===== src/design/msbw_pkg.sv =====
// shared types, constants and helper functions of the multi-scale byte window sampler
package msbw_pkg;

  // fixed widths taken from the item and register fields
  localparam int unsigned SCALE_W   = 2;
  localparam int unsigned BYTES_W   = 16;
  localparam int unsigned COUNT_W   = 32;
  localparam int unsigned LEN_W     = 6;
  localparam int unsigned ACTIVE_W  = 3;
  localparam int unsigned ACT_EFF_W = 4;
  localparam int unsigned CMP_W     = 7;
  localparam int unsigned LEN_REGS  = 4;

  localparam int unsigned DEF_SCALES       = 4;
  localparam int unsigned DEF_WINDOW_DEPTH = 32;

  localparam int unsigned QUEUE_DEPTH = 4;

  // configuration port
  localparam int unsigned CFG_INDEX_W = 3;
  localparam int unsigned CFG_DATA_W  = 6;

  typedef enum logic [CFG_INDEX_W-1:0] {
    CFG_ACTIVE_SCALES = 3'd0,
    CFG_WINDOW_LEN_0  = 3'd1,
    CFG_WINDOW_LEN_1  = 3'd2,
    CFG_WINDOW_LEN_2  = 3'd3,
    CFG_WINDOW_LEN_3  = 3'd4
  } cfg_index_t;

  localparam logic [ACTIVE_W-1:0] ACTIVE_RESET = 3'd1;
  localparam logic [LEN_W-1:0]    LEN_RESET    = 6'd32;

  typedef enum logic [1:0] {
    OP_PACKET = 2'd0,
    OP_TICK   = 2'd1,
    OP_READ   = 2'd2,
    OP_NONE   = 2'd3
  } opcode_t;

  typedef enum logic [1:0] {
    ST_IDLE,
    ST_TICK,
    ST_READ
  } back_state_t;

  typedef struct packed {
    logic [ACTIVE_W-1:0]            active_scales;
    logic [LEN_REGS-1:0][LEN_W-1:0] window_len;
  } cfg_t;

  typedef struct packed {
    opcode_t              op;
    logic                 err;
    logic [SCALE_W-1:0]   scale;
    logic [BYTES_W-1:0]   bytes;
  } cmd_t;

  typedef struct packed {
    logic               kind;
    logic [SCALE_W-1:0] scale;
    logic [LEN_W-1:0]   fill;
    logic [COUNT_W-1:0] window_bytes;
    logic               evicted_valid;
    logic [COUNT_W-1:0] evicted_bytes;
    logic               last;
    logic               error;
  } result_t;

  // active_scales clamped to the number of scales built
  function automatic logic [ACT_EFF_W-1:0] eff_active(input logic [ACTIVE_W-1:0] a,
                                                       input int unsigned scales);
    logic [ACT_EFF_W-1:0] s;
    s = ACT_EFF_W'(scales);
    if ({1'b0, a} > s) return s;
    return {1'b0, a};
  endfunction

  // window length: zero acts as one, clamp to ring depth
  function automatic logic [LEN_W-1:0] eff_len(input logic [LEN_W-1:0] n,
                                               input int unsigned depth);
    logic [CMP_W-1:0] d;
    d = CMP_W'(depth);
    if (n == '0) return LEN_W'(1);
    if ({1'b0, n} > d) return LEN_W'(d);
    return n;
  endfunction

endpackage


===== src/design/msbw_queue.sv =====
// short command queue between the front end and the back end
module msbw_queue (
  input  logic           clk,
  input  logic           rst,
  input  logic           push_valid,
  output logic           push_ready,
  input  msbw_pkg::cmd_t push_cmd,
  output logic           pop_valid,
  input  logic           pop_ready,
  output msbw_pkg::cmd_t pop_cmd
);
  import msbw_pkg::*;

  localparam int unsigned PTR_W = $clog2(QUEUE_DEPTH);
  localparam int unsigned CNT_W = $clog2(QUEUE_DEPTH + 1);

  cmd_t             entries [QUEUE_DEPTH];
  logic [PTR_W-1:0] wr_ptr;
  logic [PTR_W-1:0] rd_ptr;
  logic [CNT_W-1:0] count;
  logic             do_push;
  logic             do_pop;

  assign push_ready = (count != CNT_W'(QUEUE_DEPTH));
  assign pop_valid  = (count != '0);
  assign pop_cmd    = entries[rd_ptr];
  assign do_push    = push_valid && push_ready;
  assign do_pop     = pop_valid && pop_ready;

  function automatic logic [PTR_W-1:0] ptr_inc(input logic [PTR_W-1:0] p);
    if (p == PTR_W'(QUEUE_DEPTH - 1)) return '0;
    return p + PTR_W'(1);
  endfunction

  always_ff @(posedge clk) begin
    if (rst) begin
      wr_ptr <= '0;
      rd_ptr <= '0;
      count  <= '0;
    end else begin
      if (do_push) begin
        wr_ptr <= ptr_inc(wr_ptr);
      end
      if (do_pop) begin
        rd_ptr <= ptr_inc(rd_ptr);
      end
      case ({do_push, do_pop})
        2'b10:   count <= count + CNT_W'(1);
        2'b01:   count <= count - CNT_W'(1);
        default: count <= count;
      endcase
    end
  end

  always_ff @(posedge clk) begin
    if (do_push) begin
      entries[wr_ptr] <= push_cmd;
    end
  end

endmodule


===== config.mk =====
export PLATFORM = sky130hd
export DESIGN_NAME = msbw_queue
export DESIGN_NICKNAME = d
export VERILOG_FILES = /design/src/design/msbw_pkg.sv /design/src/design/msbw_queue.sv
export SDC_FILE = /design/constraint.sdc
export NUM_CORES = 1
export LEC_CHECK = 0
export ABC_AREA = 1
export BUFFER_PORTS_ARGS = -buffer_cell sky130_fd_sc_hd__buf_2
export CORE_UTILIZATION = 56
export DETAILED_ROUTE_END_ITERATION = 8
export GPL_TIMING_DRIVEN = 1
export PLACE_DENSITY = 0.78
export SYNTH_ARGS = -nofsm -noshare
export SYNTH_HDL_FRONTEND = slang
export SYNTH_SLANG_ARGS = --single-unit

===== constraint.sdc =====
create_clock -name clk -period 4.9 [get_ports clk]
set_input_delay 0.49 -clock clk [delete_from_list [all_inputs] [get_ports clk]]
set_output_delay 0.49 -clock clk [all_outputs]
set_load 0.01 [all_outputs]

Word level (Yosys, flattened, before mapping)
Memories as Yosys holds them, arrays and structs flattened. A register that Yosys moved wholly into a read port is not among the register bits.
Cells that the tools add are included.
{ "totals": {"regBits": 7, "mem_bits_rw": 84, "inputBits": 25, "out_inout_bits": 23, "elab_cells": 32, "mem_count": 1} }
{ "memory_table": {"columns": ["memory", "words", "word_bits", "read_ports", "rd_ports_with_merged_regs", "wr", "line", "text"], "rows": [
  ["entries", 4, 21, 1, 1, 1, "msbw_queue.sv:17", "cmd_t entries [QUEUE_DEPTH];"]
]} }
{ "op_classes": {"n_addsub": 4, "eq_ne": 5, "muxes": 15, "reduce_logical": 4} }
{ "op_table": {"columns": ["cell", "n"], "rows": [
  ["$mux 2", 6],
  ["$mux 1", 8],
  ["$eq 2x2->1 const B", 3],
  ["$pmux 3 s2", 1],
  ["$add 2x1->2 const B", 2],
  ["$add 3x1->3 const B", 1],
  ["$ne 3x3->1 const B", 1],
  ["$reduce_bool 3->1", 1],
  ["$sub 3x1->3 const B", 1],
  ["$eq 2x1->1 const B", 1],
  ["$logic_and 1x1->1", 2],
  ["$reduce_bool 2->1", 1]
]} }

Longest topological paths before layout
Gate-level depths: netlist (run 1).
{ "depth": {"depth_word": 7, "depth_mapped": 13, "ltp_nobuf": 13} }

Worst setup path after synthesis (run 1)
Ideal clock, no wire load.
{ "synth_timing": {"path_type": "register -> register", "startpoint": "register count[1]", "endpoint": "memory entries[0][0] (netlist bit) (enable)", "setup_time_ps": 399, "arrival_ps": 1517, "t_required_ps": 4501, "slack_ps": 2985, "path_stages_with_launch": 5, "n_path_buf": 0, "period_less_slack_ps": 1915, "path_cell_list": "dfxtp_1 -> nor2_2 -> nand2_2 -> nand2_4 -> nor2_1"} }
{ "synth_via": {"elab_chain_len": 4} }
{ "synth_rtl": {"columns": ["element", "line", "text"], "rows": [
  ["start, declared", "msbw_queue.sv:20", "logic [CNT_W-1:0] count;"],
  ["start signal, assigned", "msbw_queue.sv:48", "2'b10: count <= count + CNT_W'(1);"],
  ["start signal, assigned", "msbw_queue.sv:49", "2'b01: count <= count - CNT_W'(1);"],
  ["start signal, assigned", "msbw_queue.sv:50", "default: count <= count;"],
  ["$ne 3x3->1", "msbw_queue.sv:24", "assign push_ready = (count != CNT_W'(QUEUE_DEPTH));"],
  ["net push_ready", "msbw_queue.sv:6", "output logic push_ready,"],
  ["$logic_and 1x1->1", "msbw_queue.sv:27", "assign do_push = push_valid && push_ready;"],
  ["$mux 1", "msbw_queue.sv:56", "if (do_push) begin"],
  ["$mux 1 (implied by the code)", "msbw_queue.sv:57", "entries[wr_ptr] <= push_cmd;"],
  ["end, declared", "msbw_queue.sv:17", null]
]} }
The timed path passes the listed nets, and every way through them passes these cells.

==> results of run 1 <==
==> cells by family after synthesis <==
kind of cell	count (synthesis)
AO/OA/AOI/OAI	69
adder cells (fa/ha/maj)	7
buffers and inverters	31
flip-flops	93
AND/OR/NAND/NOR	74
==> worst reg2reg max path, stage by stage, from the launching register on <==
cell and delay [ns]:
dfxtp_1 0.34, inv_1 0.12, ha_1 0.16, inv_1 0.04, nor2_2 0.87
==> report_power, final <==
part / leakage (nW) / switching [W] / internal (W)
Combinational: 0.581 / 0.000394 / 0.000222
Sequential: 0.845 / 0.0000479 / 0.000958
Clock: 0.0881 / 0.000231 / 0.000211
Total: 1.51 / 0.000674 / 0.00139
==> through the flow <==
| stage | setup WS (ns) | instance area, um^2 | utilization | total power [W] | hold WS [ns] |
|---|---|---|---|---|---|
| 6_report | 2.15 | 4120 | 0.648 | 0.00206 | 0.350 |
| 5_1_grt | 1.96 | 4120 | 0.648 | 0.00218 | 0.340 |
| 4_1_cts | 2.11 | 4120 | 0.648 | 0.00208 | 0.334 |
| 3_5_place_dp | 2.50 | 3950 | 0.621 | 0.00165 | 0.537 |
| 3_3_place_gp | 2.58 | 3950 | 0.621 | 0.00162 | 0.523 |
| 2_1_floorplan | 2.98 | 3690 | - | 0.00147 | 0.483 |
==> state kept, by name, summed over array words and instances (netlist names), named ones only <==
signal and cells:
entries 84, count 3, rd_ptr 2, wr_ptr 2
==> how the worst max path moves through the flow <==
stage,start,to,slack [ns],depth (start not counted)
2_1_floorplan,count[1],entries[0][0],2.98,4
3_3_place_gp,register,pop_cmd[0],2.58,4
3_5_place_dp,register,pop_cmd[10],2.50,4
4_1_cts,register,pop_cmd[10],2.11,4
5_1_grt,register,pop_cmd[10],1.96,4
6_report,register,pop_cmd[10],2.15,4
==> layer usage <==
layer | track usage | wire (um)
met5 | 0 | 0
met4 | 0.124 | 111
met3 | 0.0348 | 273
met2 | 0.340 | 3370
met1 | 0.241 | 2680
==> layout make-up <==
cell class                 instances  area, um^2  area share
multi-input combinational        150         806       0.196
tap                               77        96.3      0.0234
timing repair buffer              51         265      0.0644
inverter                          18        75.1      0.0182
clock buffer                      14         163      0.0395
sequential                        93        2700       0.657
clock inverter                     2        8.76     0.00213
==> Yosys cell counts, types with 2 or more instances <==
library cell,number
edfxtp_1,84
nor2_1,51
o21ai_1,28
o22ai_1,19
inv_1,16
o21ai_0,16
nand2_1,10
dfxtp_1,9
ha_1,6
buf_6,5
nor2_2,5
a21oi_1,4
buf_2,4
nand2_2,3
buf_4,2
buf_8,2
nand3b_1,2
o22ai_2,2
==> cell usage in the layout, fill, tap and decap left out, types with 6 or more instances in the layout <==
cell and instances:
nor2_1 47, dfxtp_1 9, edfxtp_1 84, buf_2 47, nand2_1 10, clkbuf_8 11, ha_1 6, o21ai_0 16
nor2_2 9, o22ai_1 19, inv_1 16, o21ai_1 28
==> qor.txt, run 1 <==
CTS tree: done
first-pass GRT wire length: 10.4 mm
adder-cell share of the synthesized area: 0.0257
FF+latch count, synth: 93
peak supply drop: 0.000351 V
CTS Root Buffer Type: clkbuf_8
vias per cell: 5.51
setup TNS: 0 ns
Seq/Total Area, Yosys: 0.731
synthesized instance count: 274
Critical Path RT: 4.41 ns
RSZ-0062 raised after global routing: no
Iter 0 DRT Violations: 213
CTS Buf Count: 9
post-route ant nets: 0
ys async rst share: 0
clock buffer depth: 2
compound-cell area share of the yosys netlist: 0.104
max_cap viols: 0
leakage power: 1.51 nW
final cell count without fillers: 405
status: finished clean
Unique masters post-synth: 24
EDFF count, synth: 84
worst-path cell chain: inv_1 -> o21ai_1 -> o22ai_1 -> buf_2
num rows: 29
io pins: 48
dpl cells: 389
DRC viols: 0
CP max stage delay: 0.81 ns
max-slew violation count: 0
Final GP Congestion: 0.757
via count: 2233
Post-Synth XOR/XNOR Area: 0
mux share of post-synthesis cell area: 0
Worst EP arrival: 2.26 ns
Final Hold Viols: 0
Synth top area share: 0.683
setup bufs post-CTS: 0
final wirelength: 6.44 mm
Avg WL per Cell: 15.9 um
synth top area cells: edfxtp_1 (68%), nor2_1 (5.2%), dfxtp_1 (4.9%)
CP Class: reg2out
Final nets: 355
final worst path period share: 0.560
die footprint: 0.00693 mm^2
hold-fix buffer count after cts: 0
Clock transition at path regs: 0.08 ns
vias in the first global route: 2251
Initial Util: 0.582
worst hold stages: 1
H-tree levels: 3
clk_skew: 0.00670 ns
reg2reg start: wr_ptr[0]
syn_area_per_cell: 13.5 um^2
Worst Setup End Kind: output port
Tmin final: 2.75 ns
# fillers: 472
n_diodes: 0
CP bufs+invs: 2
Top FF cell, synth: edfxtp_1
cell taking the most area after synthesis: edfxtp_1
Remaining Overflow, GRT: 0
total track usage: 0.201
Synth Cell Area: 0.00369 mm^2
worst reg2reg path endpoint: entries[2][9]
CP Launch Type: register
core area: 0.00635 mm^2
HPWL Detailed: 3.85 mm
Slew @ Worst Pin: 1.15 ns
Die H: 83.2 um
hold path startpoint: push_cmd[14]
highest clock rate: 0.364 GHz
hold endpoint: entries[0][14]
largest net degree at the start of global routing: 44
flop2flop setup slack: 2.97 ns
initial antenna violation count: 0
max_slew headroom: 0.235
Sink Count: 93
final setup vio count: 0
cell family with most CP delay: flip-flops
Syn-to-layout area delta: 11.4%
Ys Warns: 0
# resized after CTS: 0
Pwr Density: 501 mW/mm^2
simple-gate share of the synthesized area: 0.0857
Crit Path Max Fanout: 22
port bufs: 47
layout cell share with drive strength beyond 1: 0.244
Clk Latency, worst-skew pair: 0.35 ns
first-pass iteration count of the detailed router: 4
Worst Reg-to-Reg Cells: 4
Die Wd: 83.2 um
hold crit path type: in2reg
largest family of logic cells by synthesized area: compound AO/OA/AOI/OAI gates
CP max stage cell: dfxtp_1
Post-Syn Nets: 306
Power figures use the tool's default switching activity.
==> run 2, diff against run 1 <==
--- a/config.mk
+++ b/config.mk
@@ -5,7 +5,7 @@
 export SDC_FILE = /design/constraint.sdc
 export NUM_CORES = 1
 export LEC_CHECK = 0
-export ABC_AREA = 1
+export ABC_AREA = 0
 export BUFFER_PORTS_ARGS = -buffer_cell sky130_fd_sc_hd__buf_2
 export CORE_UTILIZATION = 56
 export DETAILED_ROUTE_END_ITERATION = 8
==> constraint.sdc (replaced) <==
create_clock -name clk -period 2.6 [get_ports clk]
set_input_delay 0.26 -clock clk [delete_from_list [all_inputs] [get_ports clk]]
set_output_delay 0.26 -clock clk [all_outputs]
set_load 0.01 [all_outputs]
==> run 2 against run 1 <==
Clock-buffer cell count unchanged. Setup slack worse by 2.0 ns. Register-to-register slack got worse by 2.8 ns. Core utilization is 2.4 points higher. Synthesized cell count shrank 41%. Wire length down 18%. Area after synthesis shrank 5.0%. Final area fell by 2.1%. Clock skew grew 0.0011 ns. Flip-flop and latch count unchanged. First-iteration DRC count down 53%. Non-clock buffer count shrank 2. Largest power group unchanged.
==> qor.txt, run 2 <==
Placed Area: 0.00382 mm^2 (was 0.00395 mm^2)
clk_skew: 0.00781 ns (was 0.00670 ns)
internal power: 0.00269 W (was 0.00139 W)
Ys Warns: 0 (unchanged)
setup bufs post-CTS: 0 (unchanged)
synthesized instance count: 161 (was 274)
# resized after CTS: 0 (unchanged)
Seq/Total Area, Yosys: 0.770 (was 0.731)
Tmin final: 2.47 ns
Top FF cell, synth: edfxtp_1 (unchanged)
CTS Buf Count: 9 (unchanged)
clock buffer depth: 2 (unchanged)
Pwr Density: 904 mW/mm^2 (was 501 mW/mm^2)
Worst Reg-to-Reg Cells: 8 (was 4)
most frequent cells in the layout: edfxtp_1 (84), buf_2 (47), mux4_2 (21) (was edfxtp_1 (84), nor2_1 (47), buf_2 (47))
reg2reg start: count[2] (was wr_ptr[0])
vias in the first global route: 1760 (was 2251)
CP Launch Type: register (unchanged)
met2 WL: 2.76 mm (was 3.37 mm)
Unique masters post-synth: 26 (was 24)
Synth top area share: 0.719 (was 0.683)
max_slew headroom: 0.270 (was 0.235)
port bufs: 47 (unchanged)
biggest regs: entries (84), count (3) (unchanged)
Worst Setup End Kind: register (was output port)
total track usage: 0.180 (was 0.201)
WL met3: 285 um (was 273 um)
Die H: 81.2 um (was 83.2 um)
initial antenna violation count: 0 (unchanged)
Final Hold Viols: 0 (unchanged)
setup TNS: 0 ns (unchanged)
CP max stage cell: or3b_1 (was dfxtp_1)
HPWL Detailed: 3.46 mm (was 3.85 mm)
status: finished clean (unchanged)
Sw Ratio: 0.260 (was 0.326)
vias per cell: 5.62 (was 5.51)
synth top area cells: edfxtp_1 (72%), mux4_2 (13%), dfxtp_1 (5.1%) (was edfxtp_1 (68%), nor2_1 (5.2%), dfxtp_1 (4.9%))
Clk Latency, worst-skew pair: 0.35 ns (about the same)
n_diodes: 0 (unchanged)
Final nets: 247 (was 355)
leakage power: 1.41 nW (was 1.51 nW)
Critical Path RT: 2.88 ns (was 4.41 ns)
Sink Count: 93 (unchanged)
H-tree levels: 3 (unchanged)
CTS tree: done (unchanged)
layout cell share with drive strength beyond 1: 0.418 (was 0.244)
cell taking the most area after synthesis: edfxtp_1 (unchanged)
Sequential Power Share: 0.521 (was 0.487)
worst hold stages: 1 (unchanged)
hold path startpoint: push_cmd[9] (was push_cmd[14])
via count: 1657 (was 2233)
largest net degree at the start of global routing: 22 (was 44)
final wirelength: 5.30 mm (was 6.44 mm)
first-pass iteration count of the detailed router: 4 (unchanged)
hold endpoint: entries[1][9] (was entries[0][14])
Slew @ Worst Pin: 1.09 ns (was 1.15 ns)
first-pass GRT wire length: 8.18 mm (was 10.4 mm)
# fillers: 385 (was 472)
Die Wd: 81.2 um (was 83.2 um)
Clock transition at path regs: 0.08 ns (about the same)
die footprint: 0.00659 mm^2 (was 0.00693 mm^2)
count leader, synth: edfxtp_1 (unchanged)
Largest register FFs: 84 (unchanged)
fin area: 0.00403 mm^2 (was 0.00412 mm^2)
Crit Path Max Fanout: 7 (was 22)
power share of the clock group: 0.255 (was 0.214)
post-route ant nets: 0 (unchanged)
most common cell after layout, fill and taps aside: edfxtp_1 (unchanged)
flop2flop setup slack: 0.13 ns (was 2.97 ns)
Initial Util: 0.586 (was 0.582)
met1 wire length: 2.10 mm (was 2.68 mm)
ys async rst share: 0 (unchanged)
CP Class: reg2reg (was reg2out)
Final GP Congestion: 0.671 (was 0.757)
CTS Root Buffer Type: clkbuf_8 (unchanged)
hold-fix buffer count after cts: 0 (unchanged)
num rows: 28 (was 29)
highest clock rate: 0.405 GHz
Remaining Overflow, GRT: 0 (unchanged)
peak supply drop: 0.000646 V (was 0.000351 V)
syn_area_per_cell: 21.8 um^2 (was 13.5 um^2)
Iter 0 DRT Violations: 100 (was 213)
Comb power frac: 0.224 (was 0.299)
Avg WL per Cell: 18.0 um (was 15.9 um)
FF+latch count, synth: 93 (unchanged)
max-slew violation count: 0 (unchanged)
worst reg2reg path endpoint: count[2] (was entries[2][9])
RSZ-0062 raised after global routing: no (unchanged)
max_cap viols: 0 (unchanged)
EDFF count, synth: 84 (unchanged)
sw power: 0.000949 W (was 0.000674 W)
DR top layer: met4 (unchanged)
Worst EP arrival: 2.75 ns (was 2.26 ns)
final setup vio count: 0 (unchanged)
CP max stage delay: 0.49 ns (was 0.81 ns)
Tot Pwr: 0.00364 W (was 0.00206 W)
core area: 0.00599 mm^2 (was 0.00635 mm^2)
hold crit path type: in2reg (unchanged)
worst-path cell chain: or3b_1 -> nand2_2 -> ha_1 -> inv_1 -> fa_1 -> xor2_1 -> or3_2 -> a21oi_1 (was inv_1 -> o21ai_1 -> o22ai_1 -> buf_2)
Synth Cell Area: 0.00351 mm^2 (was 0.00369 mm^2)
io pins: 48 (unchanged)
Syn-to-layout area delta: 14.8% (was 11.4%)
DRC viols: 0 (unchanged)
most frequent cells after synthesis: edfxtp_1 (84), mux4_2 (21), dfxtp_1 (9) (was edfxtp_1 (84), nor2_1 (51), o21ai_1 (28))
final worst path period share: 0.949
Post-Syn Nets: 193 (was 306)
Biggest register: entries (unchanged)
run 2: stage by stage:
step,std cells,setup WS [ns],hold slack (ns),util
floorplan,161,0.345,0.359,-
global placement,279,0.325,0.469,0.638
detailed placement,279,0.173,0.478,0.638
CTS,295,0.147,0.110,0.673
global route,295,0.0167,0.117,0.673
finish,295,0.132,0.121,0.673
run 2: cells by family (layout without fill, tap and decap cells):
logic type,after synthesis,count (layout),share of synthesized area
buffers and inverters,12,71,0.0157
and+or+nand+nor,17,17,0.0289
xor gates and xnor gates,2,2,0.00499
DFF,93,93,0.770
AOI/OAI and AO/OA,7,7,0.0128
adders and majority gates,7,7,0.0271
muxes,23,23,0.140
run 2: critical path, delay by kind of cell (launching register included):
kind / cells / cell delay [ns]
fa+ha+maj: 2 / 0.57
buf+inv: 1 / 0.06
simple gates: 3 / 1.06
flops: 1 / 0.40
xor+xnor: 1 / 0.17
compound gates: 1 / 0.14
run 2: metal layers:
| metal | global-route usage | up-vias |
|---|---|---|
| met5 | 0 | - |
| met4 | 0.121 | 0 |
| met3 | 0.0416 | 21 |
| met2 | 0.297 | 56 |
| met1 | 0.209 | 820 |
| li1 | - | 760 |
run 2: cell type report:
cell class / instances / area (um^2) / area share
Tap cell: 75 / 93.8 / 0.0233
Clock buffer: 14 / 194 / 0.0481
Sequential cell: 93 / 2700 / 0.671
Inverter: 6 / 22.5 / 0.00559
Clock inverter: 2 / 12.5 / 0.00311
Multi-Input combinational cell: 56 / 752 / 0.187
Timing Repair Buffer: 49 / 250 / 0.0621
run 2: how the worst max path moves through the flow:
| stage | depth (start not counted) | end | startpoint | slack [ns] |
|---|---|---|---|---|
| floorplan | 9 | count[2] | count[2] | 0.34 |
| global placement | 8 | count[2] | count[2] | 0.32 |
| detailed placement | 8 | count[2] | count[2] | 0.17 |
| CTS | 8 | count[2] | count[2] | 0.15 |
| global route | 8 | count[2] | count[2] | 0.02 |
| finish | 8 | count[2] | count[2] | 0.13 |
run 2: power groups by stage:
| stage | clock network, W | logic [W] | registers [W] |
|---|---|---|---|
| after floorplan | 0 | 0.000592 | 0.00188 |
| after global placement | 0 | 0.000787 | 0.00192 |
| after detailed placement | 0 | 0.000822 | 0.00194 |
| after CTS | 0.000947 | 0.000830 | 0.00190 |
| after global routing | 0.000993 | 0.000895 | 0.00192 |
| final | 0.000929 | 0.000816 | 0.00190 |
